**src/hdl/u8d_pkg.sv**
```systemverilog
package u8d_pkg;

    localparam int CP_W   = 21;
    localparam int BYTE_W = 8;
    localparam int REM_W  = 2;

    localparam logic [CP_W-1:0]   REPLACEMENT_CP = 21'h00FFFD;
    localparam logic [BYTE_W-1:0] MASK_LEAD2     = 8'hE0;
    localparam logic [BYTE_W-1:0] TAG_LEAD2      = 8'hC0;
    localparam logic [BYTE_W-1:0] MASK_LEAD3     = 8'hF0;
    localparam logic [BYTE_W-1:0] TAG_LEAD3      = 8'hE0;
    localparam logic [BYTE_W-1:0] MASK_LEAD4     = 8'hF8;
    localparam logic [BYTE_W-1:0] TAG_LEAD4      = 8'hF0;
    localparam logic [BYTE_W-1:0] MASK_CONT      = 8'hC0;
    localparam logic [BYTE_W-1:0] TAG_CONT       = 8'h80;
    localparam logic [BYTE_W-1:0] PAY_LEAD2      = 8'h1F;
    localparam logic [BYTE_W-1:0] PAY_LEAD3      = 8'h0F;
    localparam logic [BYTE_W-1:0] PAY_LEAD4      = 8'h07;
    localparam logic [BYTE_W-1:0] PAY_CONT       = 8'h3F;

    typedef struct packed {
        logic [CP_W-1:0] cp;
        logic            eot;
        logic            last;
    } res_t;

    typedef struct packed {
        logic [1:0]       n_res;
        res_t             res0;
        res_t             res1;
        logic [CP_W-1:0]  acc_next;
        logic [REM_W-1:0] rem_next;
    } dec_t;

endpackage

```
**src/hdl/u8d_decode.sv**
```systemverilog
module u8d_decode
    import u8d_pkg::*;
(
    input  logic [BYTE_W-1:0] in_byte,
    input  logic [CP_W-1:0]   acc,
    input  logic [REM_W-1:0]  rem,
    output dec_t              dec
);

    // lead-position decode of the byte
    logic             lead_emit;
    logic             lead_load;
    res_t             lead_res;
    logic [CP_W-1:0]  lead_acc;
    logic [REM_W-1:0] lead_rem;
    logic             is_cont;
    logic [CP_W-1:0]  acc_shift;
    logic [REM_W-1:0] rem_dec;

    always_comb
    begin
        lead_emit = 1'b0;
        lead_load = 1'b0;
        lead_res  = '0;
        lead_acc  = acc;
        lead_rem  = '0;
        if (in_byte == '0)
        begin
            lead_emit    = 1'b1;
            lead_res.eot = 1'b1;
        end
        else if (!in_byte[BYTE_W-1])
        begin
            lead_emit   = 1'b1;
            lead_res.cp = CP_W'(in_byte);
        end
        else if ((in_byte & MASK_LEAD2) == TAG_LEAD2)
        begin
            lead_load = 1'b1;
            lead_acc  = CP_W'(in_byte & PAY_LEAD2);
            lead_rem  = 2'd1;
        end
        else if ((in_byte & MASK_LEAD3) == TAG_LEAD3)
        begin
            lead_load = 1'b1;
            lead_acc  = CP_W'(in_byte & PAY_LEAD3);
            lead_rem  = 2'd2;
        end
        else if ((in_byte & MASK_LEAD4) == TAG_LEAD4)
        begin
            lead_load = 1'b1;
            lead_acc  = CP_W'(in_byte & PAY_LEAD4);
            lead_rem  = 2'd3;
        end
        else
        begin
            lead_emit   = 1'b1;
            lead_res.cp = REPLACEMENT_CP;
        end
    end

    assign is_cont   = (in_byte & MASK_CONT) == TAG_CONT;
    assign acc_shift = {acc[CP_W-7:0], in_byte[5:0]};
    assign rem_dec   = rem - 2'd1;

    always_comb
    begin
        dec          = '0;
        dec.acc_next = acc;
        dec.rem_next = rem;
        if (rem != '0)
        begin
            if (is_cont)
            begin
                dec.acc_next = acc_shift;
                dec.rem_next = rem_dec;
                if (rem_dec == '0)
                begin
                    dec.n_res     = 2'd1;
                    dec.res0.cp   = acc_shift;
                    dec.res0.last = 1'b1;
                end
            end
            else
            begin
                // broken sequence: replacement, then the byte again as a lead
                dec.res0.cp   = REPLACEMENT_CP;
                dec.acc_next  = lead_load ? lead_acc : acc;
                dec.rem_next  = lead_rem;
                if (lead_emit)
                begin
                    dec.n_res     = 2'd2;
                    dec.res1      = lead_res;
                    dec.res1.last = 1'b1;
                end
                else
                begin
                    dec.n_res     = 2'd1;
                    dec.res0.last = 1'b1;
                end
            end
        end
        else
        begin
            dec.acc_next = lead_load ? lead_acc : acc;
            dec.rem_next = lead_rem;
            if (lead_emit)
            begin
                dec.n_res     = 2'd1;
                dec.res0      = lead_res;
                dec.res0.last = 1'b1;
            end
        end
    end

endmodule

```
**src/hdl/u8d_result_queue.sv**
```systemverilog
module u8d_result_queue
    import u8d_pkg::*;
(
    input  logic       clk,
    input  logic       rst_n,
    input  logic [1:0] push_n,
    input  res_t       push0,
    input  res_t       push1,
    output logic       room2,
    output logic       cp_valid,
    input  logic       cp_ready,
    output res_t       head
);

    res_t       entry_reg [4];
    logic [1:0] wr_ptr_reg;
    logic [1:0] wr_ptr_next;
    logic [1:0] rd_ptr_reg;
    logic [1:0] rd_ptr_next;
    logic [2:0] count_reg;
    logic [2:0] count_next;
    logic       pop;

    assign cp_valid = count_reg != '0;
    assign head     = entry_reg[rd_ptr_reg];
    assign room2    = count_reg <= 3'd2;
    assign pop      = cp_valid && cp_ready;

    always_comb
    begin
        wr_ptr_next = wr_ptr_reg + push_n;
        rd_ptr_next = rd_ptr_reg + {1'b0, pop};
        count_next  = count_reg + {1'b0, push_n} - {2'b00, pop};
    end

    always_ff @(posedge clk)
    begin
        if (push_n != 2'd0)
        begin
            entry_reg[wr_ptr_reg] <= push0;
        end
        if (push_n == 2'd2)
        begin
            entry_reg[wr_ptr_reg + 2'd1] <= push1;
        end
    end

    always_ff @(posedge clk or negedge rst_n)
    begin
        if (!rst_n)
        begin
            wr_ptr_reg <= '0;
            rd_ptr_reg <= '0;
            count_reg  <= '0;
        end
        else
        begin
            wr_ptr_reg <= wr_ptr_next;
            rd_ptr_reg <= rd_ptr_next;
            count_reg  <= count_next;
        end
    end

endmodule

```
**src/hdl/utf8_codepoint_decoder_core.sv**
```systemverilog
// channel   | handshake                  | payload
// ----------+----------------------------+---------------------------------------
// byte in   | byte_valid / byte_ready    | in_byte[7:0]
// result    | cp_valid / cp_ready        | code_point[20:0], end_of_text, last_of_run
//
// one byte per cycle sustained while the queue has two free entries; an item is
// registered in the input register and decoded from it, and its results enter
// a four-entry result queue, which offers a result once it has been written;
// a byte that yields two results fills two entries and leaves in two transfers; the input
// register waits while the queue has fewer than two free entries
// rst_n clears the decode state (awaiting a lead byte) and empties the queue
module utf8_codepoint_decoder_core
    import u8d_pkg::*;
(
    input  logic              clk,
    input  logic              rst_n,
    input  logic              byte_valid,
    output logic              byte_ready,
    input  logic [BYTE_W-1:0] in_byte,
    output logic              cp_valid,
    input  logic              cp_ready,
    output logic [CP_W-1:0]   code_point,
    output logic              end_of_text,
    output logic              last_of_run
);

    // input register
    logic              hold_valid_reg;
    logic              hold_valid_next;
    logic [BYTE_W-1:0] hold_byte_reg;

    // decode state
    logic [CP_W-1:0]   acc_reg;
    logic [CP_W-1:0]   acc_next;
    logic [REM_W-1:0]  rem_reg;
    logic [REM_W-1:0]  rem_next;

    dec_t              dec;
    logic              room2;
    logic              fire;
    logic [1:0]        push_n;
    res_t              head;

    // decode the held byte only when the queue can absorb two results
    assign fire       = hold_valid_reg && room2;
    assign byte_ready = !hold_valid_reg || fire;
    assign push_n     = fire ? dec.n_res : 2'd0;

    u8d_decode u_decode
    (
        .in_byte (hold_byte_reg),
        .acc     (acc_reg),
        .rem     (rem_reg),
        .dec     (dec)
    );

    u8d_result_queue u_queue
    (
        .clk      (clk),
        .rst_n    (rst_n),
        .push_n   (push_n),
        .push0    (dec.res0),
        .push1    (dec.res1),
        .room2    (room2),
        .cp_valid (cp_valid),
        .cp_ready (cp_ready),
        .head     (head)
    );

    assign code_point  = head.cp;
    assign end_of_text = head.eot;
    assign last_of_run = head.last;

    always_comb
    begin
        hold_valid_next = hold_valid_reg;
        acc_next        = acc_reg;
        rem_next        = rem_reg;
        if (byte_ready)
        begin
            hold_valid_next = byte_valid;
        end
        if (fire)
        begin
            acc_next = dec.acc_next;
            rem_next = dec.rem_next;
        end
    end

    // payload register, loaded on each accepted item
    always_ff @(posedge clk)
    begin
        if (byte_valid && byte_ready)
        begin
            hold_byte_reg <= in_byte;
        end
    end

    always_ff @(posedge clk or negedge rst_n)
    begin
        if (!rst_n)
        begin
            hold_valid_reg <= 1'b0;
            acc_reg        <= '0;
            rem_reg        <= '0;
        end
        else
        begin
            hold_valid_reg <= hold_valid_next;
            acc_reg        <= acc_next;
            rem_reg        <= rem_next;
        end
    end

endmodule
```
**config.mk**
```make
export PLATFORM = sky130hd
export DESIGN_NAME = utf8_codepoint_decoder_core
export DESIGN_NICKNAME = d
export VERILOG_FILES = /design/src/hdl/u8d_pkg.sv /design/src/hdl/u8d_decode.sv /design/src/hdl/u8d_result_queue.sv /design/src/hdl/utf8_codepoint_decoder_core.sv
export SDC_FILE = /design/constraint.sdc
export NUM_CORES = 1
export LEC_CHECK = 0
export ABC_AREA = 1
export BUFFER_PORTS_ARGS = -buffer_cell sky130_fd_sc_hd__buf_2
export CAP_MARGIN = 25
export CORE_ASPECT_RATIO = 1.5
export CORE_UTILIZATION = 50
export CTS_BUF_LIST = sky130_fd_sc_hd__clkbuf_8
export DETAILED_ROUTE_END_ITERATION = 7
export HOLD_SLACK_MARGIN = 0.15
export PLACE_DENSITY = 0.7
export SETUP_SLACK_MARGIN = 0.4
export SKIP_CTS_REPAIR_TIMING = 1
export SLEW_MARGIN = 20
export SYNTH_ARGS = -nofsm -noshare
export SYNTH_HDL_FRONTEND = slang
export SYNTH_HIERARCHICAL = 1
export SYNTH_SLANG_ARGS = --single-unit
export TNS_END_PERCENT = 10
```
**constraint.sdc**
```tcl
create_clock -name clk -period 4.1 [get_ports clk]
set_clock_uncertainty 0.15 [all_clocks]
set_input_delay 0.205 -clock clk [delete_from_list [all_inputs] [get_ports clk]]
set_output_delay 0.205 -clock clk [all_outputs]
set_load 0.03 [all_outputs]
```
==> impl_metrics.py <==
metrics = {
    "detailed_routing": {
        "viasPerCell": 5.37,
        "first_iter_violations": 295,
        "drtPass1Iterations": 5,
        "vias": 5637,
        "post_drt_wl_per_cell_um": 15.5,
        "final_antenna_net_count": 0,
        "post-route-drc-count": 0,
        "routed_wl_um": 16200,
    },
    "global_route": {
        "antenna_found_initial": 0,
        "grt_max_degree": 50,
        "grt_pass1_vias": 5258,
        "grt_pass1_wl_um": 26500,
        "grt_usage_pct": 23.2,
        "grt_remaining_overflow": 0,
    },
    "worst_setup_path": {
        "start_kind": "register",
        "worst-path-buf-inv": 3,
        "crit_path_cell_trace": "inv_1 -> ha_1 -> nor2_4 -> nand2_1 -> nand3_1 -> inv_1 -> nor2_1 -> nor2_4 -> nand2_2 -> buf_4 -> o21ai_1",
        "cp.depth": 11,
        "cp.required_ps": 4130,
        "crit_family": "simple AND/OR/NAND/NOR gates",
        "crit_arrival_ps": 3510,
        "slowest_stage": "nand2_2",
        "ff2ff_path_depth": 11,
        "endpoint_kind": "register",
        "path_max_fanout": 26,
        "max_stage_delay_ps": 410,
        "critPathKind": "register to register",
    },
    "yosys": {
        "synth_area_um2": 7260,
        "yosys_warnings": 6,
        "postSynthAreaPerCell_um2": 8.76,
        "netlist_instances": 828,
    },
    "pwr": {
        "p_switching_uw": 2920,
        "p_clk_share_pct": 16.0,
        "p_int_uw": 3420,
        "p_seq_share_pct": 33.9,
        "ir_drop_v": 0.000327,
        "leakagePower_uw": 0.00318,
        "combPwrFrac_pct": 50.1,
        "p_per_area_nw_per_um2": 814,
        "switching_share_pct": 46.1,
    },
    "cts": {
        "cts-root-buf": "clkbuf_8",
        "clockBufferDepth": 2,
        "htree_levels": 4,
        "insertion_delay_ps": 430,
        "cts-buffers-inserted": 17,
        "clkTransAtPathRegs_ps": 70,
        "cts_tree": "yes",
        "clock_sink_count": 125,
    },
    "final_layout": {
        "nets": 862,
        "syn_to_final_growth_pct": 7.38,
        "multi_input_area_um2": 2910,
        "layout-drive-gt1-share_pct": 18.7,
        "final_cells": 1049,
        "num_antenna_cells": 0,
        "fillers": 1308,
        "regArea_um2": 3630,
        "largest_reg_flops": 92,
    },
    "floorplanning": {
        "start_util_pct": 51.6,
        "die_w_um": 100,
        "fp.dieH_um": 150,
        "row_count": 53,
        "core_area_um2": 14100,
        "die_area_um2": 15000,
        "io_pins": 37,
    },
    "placed_design": {
        "gp_congestion": 0.893,
        "port_buffers": 36,
        "dp.cells": 1006,
        "post-dp-hpwl_um": 11000,
    },
    "sta": {
        "period_share_pct": 84.7,
        "hold_violations": 0,
        "min_period_ps": 3470,
        "rsz0062_at_grt": "false",
        "tightest_slew_ps": 738,
        "whs_ps": 143,
        "finalSetupViolCount": 0,
        "timing.fmax_mhz": 288,
        "drv_slew": 0,
        "max-slew-margin-rel_pct": 50.8,
    },
    "run_status": {
        "outcome": "finished clean",
    },
    "worst_hold_path": {
        "hold_path.class": "input pin to async pin",
    },
    "job": {
        "drv_cap": 0,
    },
}
[placed cells by master, fill, tap and decap left out, types with 3 or more instances in the layout]
cell type      count
nor3b_1            5
buf_4             18
ha_1               5
nor2_1            83
nand3_1           23
clkinv_2           3
o21ai_2           52
clkinvlp_4         3
conb_1             5
o31ai_4            3
nand4_1           22
clkbuf_8          17
buf_2             36
nor2_4             3
nand2_1          230
nor3_1             4
inv_1             53
a21oi_1            3
dfrtp_1           25
dlygate4sd3_1     11
edfxtp_1         100
inv_2              8
o21ai_0           76
o21ai_1           45
nand2_2            6
[final timing paths]
path,startpoint,end,slack [ps]
hold reg to reg,u_queue/rd_ptr_reg[1]$_DFF_PN0_,u_queue/rd_ptr_reg[1]$_DFF_PN0_,330
hold / removal,rst_n,acc_reg[0]$_DFFE_PN0P_,140
min in group clk,in_byte[1],hold_byte_reg[1]$_DFFE_PP_,330
max in group asynchronous,rst_n,acc_reg[13]$_DFFE_PN0P_,3260
setup / recovery,rem_reg[0]$_DFFE_PN0P_,u_queue/entry_reg[0][13]$_DFFE_PP_,630
setup reg to reg,rem_reg[0]$_DFFE_PN0P_,u_queue/entry_reg[0][13]$_DFFE_PP_,630
[per-stage QoR]
step / util [%] / power [uW] / setup TNS, ps / setup WS, ps / instance area, um2
3_5_place_dp: 52.0 / 5350 / 0 / 644 / 7310
6_report: 55.4 / 6340 / 0 / 628 / 7790
5_1_grt: 55.4 / 6810 / 0 / 401 / 7790
2_1_floorplan: - / 4650 / -2610 / -37.8 / 7270
3_3_place_gp: 52.0 / 5270 / 0 / 748 / 7310
4_1_cts: 54.6 / 6370 / 0 / 646 / 7670
[layout make-up]
type                            instances  area share (%)
Inverter                               58            2.79
Clock buffer                           17            3.00
Timing Repair Buffer                   65            5.46
Multi-Input combinational cell        577            37.4
Sequential cell                       125            46.6
Clock inverter                         15            1.72
Tap cell                              192            3.08
[power by group through the flow]
stage / registers (uW) / clock network, uW / logic (uW)
floorplan: 2110 / 0 / 2550
detailed placement: 2180 / 0 / 3170
global placement: 2170 / 0 / 3100
global route: 2190 / 1080 / 3530
CTS: 2150 / 1030 / 3180
finish: 2150 / 1010 / 3180
[per-layer routing]
metal,up-vias,wire [um],GRT usage (%)
li1,2791,-,-
met1,2659,6640,26.8
met2,161,8650,41.4
met3,26,589,4.62
met4,0,358,9.57
met5,-,0,0
Note: power is estimated with default switching activity, not from simulation.
